--- src/rtl/fpa_pkg.sv ---
`default_nettype none
// ----------------------------------------------------------------------------
// fpa_pkg
// Shared widths, codes and controller/datapath types of the Fenwick tree unit.
// ----------------------------------------------------------------------------
package fpa_pkg;

  localparam int MAX_ENTRIES_DEF = 1024;
  localparam int IDX_W           = 11;
  // Walk positions need one bit more than an index: an upward step can pass 2047.
  localparam int POS_W           = IDX_W + 1;
  localparam int DATA_W          = 32;
  localparam int IN_TDATA_W      = 56;
  localparam int OUT_TDATA_W     = 32;

  localparam logic [IDX_W-1:0] SIZE_RESET = 11'd1024;

  localparam logic REQ_ADD = 1'b0;
  localparam logic REQ_SUM = 1'b1;

  typedef enum logic [2:0] {
    ST_CLEAR,
    ST_IDLE,
    ST_ADD,
    ST_HI,
    ST_LO_LOAD,
    ST_LO,
    ST_FINISH
  } state_t;

  typedef struct packed {
    logic clear;
    logic load;
    logic step;
    logic lo_load;
    logic finish;
  } cmd_t;

  typedef struct packed {
    logic clr_last;
    logic step_ok;
    logic out_busy;
  } status_t;

endpackage
`default_nettype wire

--- src/rtl/fpa_ctrl.sv ---
`default_nettype none
// ----------------------------------------------------------------------------
// fpa_ctrl
// Sequencer of the Fenwick tree unit: clearing pass, add walk, two prefix walks.
// ----------------------------------------------------------------------------
module fpa_ctrl
  import fpa_pkg::*;
(
  input  wire logic    clk,
  input  wire logic    rst_n,
  input  wire logic    in_tvalid,
  input  wire logic    in_tuser,
  input  wire status_t sts,
  output logic         in_tready,
  output cmd_t         cmd
);

  state_t state_r, state_nxt;

  always_comb begin
    state_nxt = state_r;
    case (state_r)
      ST_CLEAR: begin
        if (sts.clr_last) state_nxt = ST_IDLE;
      end
      ST_IDLE: begin
        if (in_tvalid) state_nxt = (in_tuser == REQ_SUM) ? ST_HI : ST_ADD;
      end
      ST_ADD: begin
        if (!sts.step_ok) state_nxt = ST_IDLE;
      end
      ST_HI: begin
        if (!sts.step_ok) state_nxt = ST_LO_LOAD;
      end
      ST_LO_LOAD: begin
        state_nxt = ST_LO;
      end
      ST_LO: begin
        if (!sts.step_ok) state_nxt = ST_FINISH;
      end
      ST_FINISH: begin
        if (!sts.out_busy) state_nxt = ST_IDLE;
      end
      default: begin
        state_nxt = ST_IDLE;
      end
    endcase
  end

  always_comb begin
    cmd       = '0;
    in_tready = 1'b0;
    case (state_r)
      ST_CLEAR: begin
        cmd.clear = 1'b1;
      end
      ST_IDLE: begin
        in_tready = 1'b1;
        cmd.load  = in_tvalid;
      end
      ST_ADD, ST_HI, ST_LO: begin
        cmd.step = 1'b1;
      end
      ST_LO_LOAD: begin
        cmd.lo_load = 1'b1;
      end
      ST_FINISH: begin
        cmd.finish = !sts.out_busy;
      end
      default: begin
        cmd = '0;
      end
    endcase
  end

  always_ff @(posedge clk) begin
    if (!rst_n) begin
      state_r <= ST_CLEAR;
    end else begin
      state_r <= state_nxt;
    end
  end

endmodule
`default_nettype wire

--- config.mk ---
export PLATFORM = sky130hd
export DESIGN_NAME = fpa_ctrl
export DESIGN_NICKNAME = d
export VERILOG_FILES = /design/src/rtl/fpa_pkg.sv /design/src/rtl/fpa_ctrl.sv
export SDC_FILE = /design/constraint.sdc
export NUM_CORES = 1
export LEC_CHECK = 0
export BUFFER_PORTS_ARGS = -buffer_cell sky130_fd_sc_hd__buf_2
export CAP_MARGIN = 10
export CORE_AREA = 5 5 42 44
export DETAILED_ROUTE_END_ITERATION = 8
export DIE_AREA = 0 0 47 49
export PLACE_DENSITY_LB_ADDON = 0.08
export SYNTH_ARGS = -nofsm -noshare
export SYNTH_HDL_FRONTEND = slang
export SYNTH_SLANG_ARGS = --single-unit
--- constraint.sdc ---
create_clock -name clk -period 1.4 [get_ports clk]
set_input_delay 0.14 -clock clk [delete_from_list [all_inputs] [get_ports clk]]
set_output_delay 0.14 -clock clk [all_outputs]
set_load 0.02 [all_outputs]
* Word-level counts from Yosys, hierarchy flattened
Cells that the tools add are included.
** Word-level totals
- Register bits after elaboration :: 3
- Input port bits :: 7
- Logic and storage cells :: 31
** Operators by class
- Equal/unequal tests :: 12
- Mux-type cells :: 14
- Reductions and logical operators :: 4
** Operators by type and width (number)
- $pmux W3 S7 :: 1
- $mux W3 :: 6
- $ne A2 B2 Y1 const B :: 6
- $eq A3 B3 Y1 const B :: 3
- $mux W1 :: 7
- $eq A3 B2 Y1 const B :: 2
- $reduce_and A6 Y1 :: 1
- $eq A3 B1 Y1 const B :: 1
- $logic_not A3 Y1 :: 1
- $reduce_or A3 Y1 :: 1
- $logic_not A1 Y1 :: 1

* Depth between registers and ports, before layout
Gate-level depths: netlist of run 1.
- Depth in word-level cells :: 3
- Gate-level depth with buffers :: 4
- Gate-level depth less buffers :: 3

* Worst setup path after synthesis of run 1
OpenSTA, ideal clock, no wires.
- Kind :: flip-flop to output port
- Start point :: reg state_r[2]
- End point :: out cmd[3] (netlist name)
- Data arrival time :: 1385 ps
- Setup slack :: -125 ps
- Stages on the path, launching flop included :: 4
- Buffers on the path :: 1
- Cell sequence :: dfxtp_1 buf_2 nor3b_1 and2_1
** RTL lines
- start, declared :: line fpa_ctrl.sv:18 : state_t state_r, state_nxt;
- start signal, assigned :: line fpa_ctrl.sv:80 : state_r <= state_nxt;
- end, declared :: line fpa_ctrl.sv:15 : output cmd_t cmd

==> results of run 1 <==
## Yosys cell counts
| master | instances | area (um2) |
|---|---|---|
| inv_1 | 2 | 7.510 |
| nor4b_1 | 1 | 8.760 |
| nor2_1 | 1 | 3.750 |
| dfxtp_1 | 3 | 60.06 |
| nand3_1 | 1 | 5.000 |
| a21oi_1 | 1 | 5.000 |
| o21ai_0 | 4 | 20.02 |
| a211oi_1 | 1 | 7.510 |
| nand2_1 | 2 | 7.510 |
| or4b_1 | 1 | 10.01 |
| and3_1 | 1 | 6.260 |
| nor3_1 | 1 | 5.000 |
| a2111oi_2 | 1 | 15.01 |
| or2_2 | 1 | 6.260 |
| mux2i_1 | 1 | 10.01 |
| o311a_1 | 1 | 10.01 |
| and2_1 | 1 | 6.260 |
| buf_2 | 3 | 15.01 |
| a31oi_1 | 1 | 6.260 |
| nor3b_1 | 3 | 22.52 |
| nor2b_1 | 2 | 12.51 |
## power by group
part           switching (uW)  internal, uW
logic                    61.9          48.0
registers                8.34          93.2
clock network            45.1           107
## how the worst min path moves through the flow
| stage | from | endpoint |
|---|---|---|
| after floorplan | rst_n | state_r[0] |
| after global placement | rst_n | state_r[0] |
| after detailed placement | rst_n | state_r[0] |
| after CTS | rst_n | state_r[0] |
| after global routing | rst_n | state_r[0] |
| final | rst_n | state_r[0] |
## metrics by stage
step,power (uW),setup slack (ns),hold slack (ns),std cells
floorplan,172.0,0.1185,0.3082,33
global placement,213.6,0.1314,0.4457,61
detailed placement,212.5,0.1319,0.4518,61
CTS,373.9,0.02502,0.2002,65
global route,390.8,0.01037,0.2123,65
finish,363.3,0.08816,0.2032,65
## worst reg2reg max path, stage by stage (launching register included)
cell and delay [ns]:
dfxtp_2 0.34, buf_4 0.17, or4b_1 0.51, a21oi_1 0.17
## routing by layer
metal | up-vias | wire length [um] | track usage
li1 | 153 | - | -
met1 | 135 | 310 | 0.07253
met2 | 15 | 348 | 0.1086
met3 | 6 | 63 | 0.06273
met4 | 0 | 19 | 0.05530
met5 | - | 0 | 0
## cell type report
class	count	share of cell area
multi-input combinational	25	0.4719
inverter	2	0.01980
tap	16	0.05281
sequential	3	0.1617
clock buffer	4	0.06931
timing repair buffer	15	0.2244
## cells by family (layout without fill, tap and decap cells)
kind of cell           Yosys count  after routing  share of synthesized area
AO/OA/AOI/OAI                    9              9                     0.2550
multiplexers                     1              1                    0.04000
AND/OR/NAND/NOR                 15             15                     0.3750
buffers and inverters            5             21                    0.08999
flip-flops                       3              3                     0.2400
## repair_timing
action	4_1_cts	5_1_grt
hold endpoints to repair	0	0
gates resized for setup	0	2
endpoints found under the setup margin	0	3
==> impl_metrics.yaml, run 1 <==
place:
  gp_congestion: 0.7296
  placed_area_um2: 349.1
  port_buffers: 12
  dp_hpwl_um: 600.4
sta:
  setup_violations: 0
  hold_viol: 0
  clock.fmax_mhz: 762.3
  relSlewSlack: 0.8244
  finalCriticalPeriod_ns: 1.312
  drv_slew: 0
  worst_slew_pin_slew_ns: 0.2629
  timing.final.crit_share: 0.9370
  fin_setup_tns_ns: 0
  rsz0062_at_grt: "no"
  skew_ns: 0.001237
cells_and_area:
  largestRegisters: "state_r (3)"
  drive_gt1_frac: 0.4694
  final_common_cell: "buf_2"
  most-common-layout-cells: "buf_2 (11), o21ai_0 (4), buf_4 (4)"
  top_register: "state_r"
  fillers: 170
  post-route-cell-area_um2: 379.1
  final_util: 0.2705
  multiInputGateArea_um2: 178.9
  largest_reg_flops: 3
  ff_latch_area_um2: 61.31
  syn_to_final_growth_pct: 51.50
  layout.nets: 57
  antenna_cells: 0
run_status:
  status: "complete, no violations"
cts:
  cts_tree: "yes"
  root_buffer: "clkbuf_4"
  clk_path_buf_depth: 2
  worstSkewPairLatency_ns: 0.23
  post-cts-setup-buffers: 0
  htreeDepth: 1
  cts_buffers: 3
  cts.clk_slew.worst_paths_ns: 0.04
  cts.sinks: 3
  cts_hold_buf: 0
setup_path:
  endpoint: "cmd[3]"
  slowest_delay_ns: 0.32
  critPathKind: "reg2out"
  worstPathCellList: "buf_4, nor3b_2, and2_1, buf_4"
  path_common_cell: "buf_4"
  endpoint_kind: "primary output"
  arrival_ns: 1.17
  cp.depth: 4
  crit_family: "flip-flops"
  r2r_slack_ns: 0.13
  r2r_start: "state_r[2]"
  rr_endpoint: "state_r[2]"
  start_kind: "register"
  rr_worst_depth: 3
  critical_path_buf_inv_count: 2
  worstPathMaxFanout: 9
  cp_slowest_cell: "dfxtp_1"
  cp-startpoint: "state_r[1]"
  required_ns: 1.26
floorplanning:
  die_height_um: 49
  die_x_um: 47
  boundaryPins: 13
  initial_core_util: 0.1786
  rows: 14
  core_um2: 1401
  die_area_um2: 2303
grt:
  grt_pass1_vias: 288
  grt_overflow: 0
  antenna_found_initial: 0
  grt_usage: 0.07746
  grt_first_pass_wirelength_mm: 1.200
  grt_max_degree: 11
route:
  drc: 0
  drt_first_pass_iters: 4
  routed_via_density: 4.754
  final_antenna_net_count: 0
  wl_per_cell_um: 11.42
  num_vias: 309
  drt_wl_total_um: 742
  drt_iter0_drc: 7
worst_hold_path:
  hold_depth: 3
  hp-class: "in2reg"
synth:
  ys_types: 21
  synth.cell_area_um2: 250.2
  syn_inst: 33
  syn-num-nets: 40
  synth.yosys.warnings: 0
  synth-seq-cells: 3
  ys_seq_area_frac: 0.2400
  syn_area_per_cell_um2: 7.583
flow_run:
  maxCapViolCount: 0
power_and_ir_drop:
  pwr_density_cell_nw_per_um2: 958.4
  p_leak_uw: 0.0001682
  irDropWorstVdd_mv: 0.3077
Power figures use the tool's default switching activity.
==> run 2: changes to the inputs <==
==> constraint.sdc (replaced) <==
create_clock -name clk -period 1.4 [get_ports clk]
set_input_delay 0.28 -clock clk [delete_from_list [all_inputs] [get_ports clk]]
set_output_delay 0.28 -clock clk [all_outputs]
set_load 0.02 [all_outputs]
==> impl_metrics.yaml, run 2 (synthesis results as in run 1) <==
setup_path:
  critPathKind: "reg2out"
  arrival_ns: 1.12
  worstPathMaxFanout: 4
  r2r_start: "state_r[2]"
  endpoint_kind: "primary output"
  cp-startpoint: "state_r[1]"
  required_ns: 1.12
  cp_slowest_cell: "dfxtp_2"
  r2r_slack_ns: 0.04
  rr_endpoint: "state_r[2]"
  start_kind: "register"
  worstPathCellList: "buf_6, nor3b_4, and2_4, buf_6"
  path_common_cell: "buf_6"
  slowest_delay_ns: 0.32
  rr_worst_depth: 4
  endpoint: "cmd[3]"
place:
  dpl.cell_count: 61
  pre_cts_ws_ns: 0.03627
  port_buffers: 12
  placed_area_um2: 349.1
  dp_hpwl_um: 549.4
  gp_congestion: 0.6962
route:
  drt_iter0_drc: 2
  m1WireLength_um: 308
  num_vias: 318
  wl_met2_um: 417
  drc: 0
  routed_via_density: 4.676
  final_antenna_net_count: 0
  top_layer_used: "met3"
  drt_wl_total_um: 776
  drt_first_pass_iters: 5
  wl_per_cell_um: 11.41
  route.met3.wl_um: 50
power_and_ir_drop:
  pwr-share-seq: 0.271
  pwr_density_cell_nw_per_um2: 875.5
  internal-power_uw: 264.0
  switching_share: 0.3192
  power_frac_comb: 0.330
  clkPwrFrac: 0.399
  netSwitchingPower_uw: 123.8
  irDropWorstVdd_mv: 0.2897
  p_leak_uw: 0.0001914
floorplanning:
  initial_core_util: 0.1786
  die_area_um2: 2303
  die_height_um: 49
  core_um2: 1401
  boundaryPins: 13
  rows: 14
  die_x_um: 47
cells_and_area:
  final_cells: 68
  drive_gt1_frac: 0.5962
  largest_reg_flops: 3
  ff_latch_area_um2: 68.82
  final_util: 0.3161
  post-route-cell-area_um2: 442.9
  most-common-layout-cells: "buf_2 (9), buf_4 (6), o21ai_0 (3), clkbuf_4 (3), buf_6 (3)"
  fillers: 182
  largestRegisters: "state_r (3)"
  syn_to_final_growth_pct: 77.00
  antenna_cells: 0
  final_common_cell: "buf_2"
  layout.nets: 60
  top_register: "state_r"
  multiInputGateArea_um2: 196.4
sta:
  clock.fmax_mhz: 713.2
  timing.final.ws_setup_ns: -0.002140
  rsz0062_at_grt: "yes"
  setup_violations: 1
  whs_ns: 0.3325
  skew_ns: 0.006327
  timing.final.crit_share: 1.002
  relSlewSlack: 0.8225
  worst_slew_pin_slew_ns: 0.2657
  hold_viol: 0
  drv_slew: 0
  finalCriticalPeriod_ns: 1.402
worst_hold_path:
  hold_start: "rst_n"
  hp-class: "in2reg"
run_status:
  violations: "setup timing"
  status: "complete, but fails checks"
cts:
  cts.clk_slew.worst_paths_ns: 0.03
  worstSkewPairLatency_ns: 0.24
  clk_path_buf_depth: 2
  cts_buffers: 3
  htreeDepth: 1
  cts_hold_buf: 0
  cts_tree: "yes"
  cts.sinks: 3
  root_buffer: "clkbuf_4"
grt:
  antenna_found_initial: 0
  grt_max_degree: 11
  grt_first_pass_wirelength_mm: 1.311
  grt_overflow: 0
  grt_usage: 0.08017
  grt_pass1_vias: 318
flow_run:
  maxCapViolCount: 0
## run 2: cell types whose count changed in the layout (fill, tap and decap cells not counted), moves of 2 or more
cell,delta
dfxtp_4,+2
dfxtp_1,-2
buf_4,+2
buf_2,-2
buf_6,+3
## run 2: worst max-delay path: cells and delay by family, from the launching register on
family | cells | cell delay (ns)
flip-flops | 1 | 0.32
AND/OR/NAND/NOR | 2 | 0.34
buffers and inverters | 2 | 0.23
## run 2: repair_timing
action | 4_1_cts | 5_1_grt
resized for setup | 9 | 7
buffers inserted | 3 | 1
setup endpoints to repair | 6 | 5
pin swaps | 2 | 1
## run 2: per-stage QoR
stage          total power, uW   TNS [ns]
6_report                 387.8  -0.002140
5_1_grt                  416.9   -0.07661
4_1_cts                  374.1          0
3_5_place_dp             207.9          0
3_3_place_gp             207.3          0
2_1_floorplan            172.0   -0.02153
## run 2: area by class of cell
type / instances / share of cell area
Clock buffer: 4 / 0.05932
Inverter: 2 / 0.01695
Multi-Input combinational cell: 25 / 0.4435
Sequential cell: 3 / 0.1554
Tap cell: 16 / 0.04520
Timing Repair Buffer: 18 / 0.2797
## run 2: worst min path at each step
stage               slack, ns    endpoint  depth (start not counted)
floorplan                0.45  state_r[0]                          2
global placement         0.57  state_r[2]                          3
detailed placement       0.56  state_r[2]                          3
CTS                      0.32  state_r[2]                          3
global route             0.35  state_r[2]                          3
finish                   0.33  state_r[0]                          3
## run 2: layer usage
| metal | vias up | track usage |
|---|---|---|
| met2 | 7 | 0.1222 |
| met3 | 0 | 0.03690 |
| li1 | 159 | - |
| met4 | 0 | 0.05530 |
| met1 | 152 | 0.08315 |
| met5 | - | 0 |
## run 2: power by group through the flow
stage               Combinational (uW)  Clock [uW]  Sequential, uW
floorplan                         76.0           0            96.1
global placement                   100           0             107
detailed placement                 100           0             108
CTS                                112         157             106
global route                       139         171             107
finish                             128         155             105
==> run 3: changes to the inputs <==
==> constraint.sdc (replaced) <==
create_clock -name clk -period 1.4 [get_ports clk]
set_input_delay 0.07 -clock clk [delete_from_list [all_inputs] [get_ports clk]]
set_output_delay 0.07 -clock clk [all_outputs]
set_load 0.02 [all_outputs]
==> impl_metrics.yaml, run 3 (synthesis results as in run 1) <==
run_status:
  status: "complete, no violations"
floorplanning:
  initial_core_util: 0.1786
  core_um2: 1401
  die_height_um: 49
  rows: 14
  die_x_um: 47
  die_area_um2: 2303
  boundaryPins: 13
route:
  drt_wl_total_um: 743
  num_vias: 300
  drt_first_pass_iters: 2
  wl_per_cell_um: 11.43
  final_antenna_net_count: 0
  drc: 0
  drt_iter0_drc: 1
  routed_via_density: 4.615
place:
  dp_hpwl_um: 585.4
  port_buffers: 12
  gp_congestion: 0.7603
  placed_area_um2: 342.8
cts:
  post-cts-setup-buffers: 0
  cts_hold_buf: 0
  cts.clk_slew.worst_paths_ns: 0.04
  cts_resized: 0
  clk_path_buf_depth: 2
  cts_tree: "yes"
  worstSkewPairLatency_ns: 0.24
  root_buffer: "clkbuf_4"
  cts_buffers: 3
  htreeDepth: 1
  cts.sinks: 3
setup_path:
  arrival_ns: 1.22
  rr_worst_depth: 3
  worstPathCellList: "buf_4, nor3b_2, and2_1, buf_2"
  rr_endpoint: "state_r[2]"
  endpoint: "cmd[3]"
  r2r_start: "state_r[1]"
  worstPathMaxFanout: 7
  required_ns: 1.33
  start_kind: "register"
  cp_slowest_cell: "dfxtp_1"
  cp-startpoint: "state_r[1]"
  r2r_slack_ns: 0.17
  critPathKind: "reg2out"
  slowest_delay_ns: 0.34
  endpoint_kind: "primary output"
power_and_ir_drop:
  total_power_uw: 374.0
  irDropWorstVdd_mv: 0.2256
  p_leak_uw: 0.0001680
  pwr_density_cell_nw_per_um2: 986.5
sta:
  hold_viol: 0
  rsz0062_at_grt: "no"
  whs_ns: 0.1155
  finalCriticalPeriod_ns: 1.286
  timing.final.crit_share: 0.9186
  worst_slew_pin_slew_ns: 0.2389
  skew_ns: 0.0003229
  clock.fmax_mhz: 777.6
  fin_setup_tns_ns: 0
  relSlewSlack: 0.8404
  setup_violations: 0
  drv_slew: 0
cells_and_area:
  drive_gt1_frac: 0.4694
  top_register: "state_r"
  syn_to_final_growth_pct: 51.50
  largestRegisters: "state_r (3)"
  most-common-layout-cells: "buf_2 (11), o21ai_0 (4), buf_4 (4)"
  post-route-cell-area_um2: 379.1
  largest_reg_flops: 3
  final_util: 0.2705
  layout.nets: 57
  antenna_cells: 0
  final_common_cell: "buf_2"
flow_run:
  maxCapViolCount: 0
worst_hold_path:
  hp-class: "in2reg"
grt:
  grt_usage: 0.07530
  antenna_found_initial: 0
  grt_max_degree: 12
  grt_first_pass_wirelength_mm: 1.200
  grt_overflow: 0
  grt_pass1_vias: 274
==> run 3: final cells by class <==
class / instances / area [um2]
multi-input combinational: 25 / 178.9
timing repair buffer: 15 / 85.08
sequential: 3 / 61.31
inverter: 2 / 7.507
clock buffer: 4 / 26.28
tap: 16 / 20.02
fill: 177 / 1022
==> run 3: per-layer routing <==
metal / wire length, um / GRT usage / vias up / share of wire
met5: 0 / 0 / - / 0
met4: 14 / 0.06912 / 0 / 0.019
met3: 33 / 0.02583 / 3 / 0.044
met2: 374 / 0.1041 / 7 / 0.50
met1: 320 / 0.08553 / 138 / 0.43
li1: - / - / 152 / -
==> run 3: worst min path at each step <==
stage	start	cells past startpoint	slack, ns	to
after CTS	rst_n	3	0.11	state_r[2]
after detailed placement	rst_n	3	0.36	state_r[2]
after global placement	rst_n	3	0.35	state_r[2]
final	rst_n	3	0.12	state_r[2]
after global routing	rst_n	3	0.13	state_r[0]
after floorplan	sts[0]	1	0.22	cmd[0]
==> run 3: per-stage QoR <==
step	instances	worst slack, ns
2_1_floorplan	33	0.02643
3_3_place_gp	61	0.1522
4_1_cts	65	0.002624
3_5_place_dp	61	0.1778
6_report	65	0.1139
5_1_grt	65	0.006383
==> run 3: critical path: cells and delay by family (launching register included) <==
| kind | cells | cell delay [ns] |
|---|---|---|
| buf+inv | 2 | 0.32 |
| simple gates | 2 | 0.31 |
| flops | 1 | 0.34 |
==> run 3: power by group <==
group	total (uW)	internal (uW)	switching, uW	leakage [uW]
sequential	103	93.0	10.0	0.0000252
combinational	107	46.8	60.1	0.000128
clock	164	108	56.6	0.0000150
total	374	247	127	0.000168
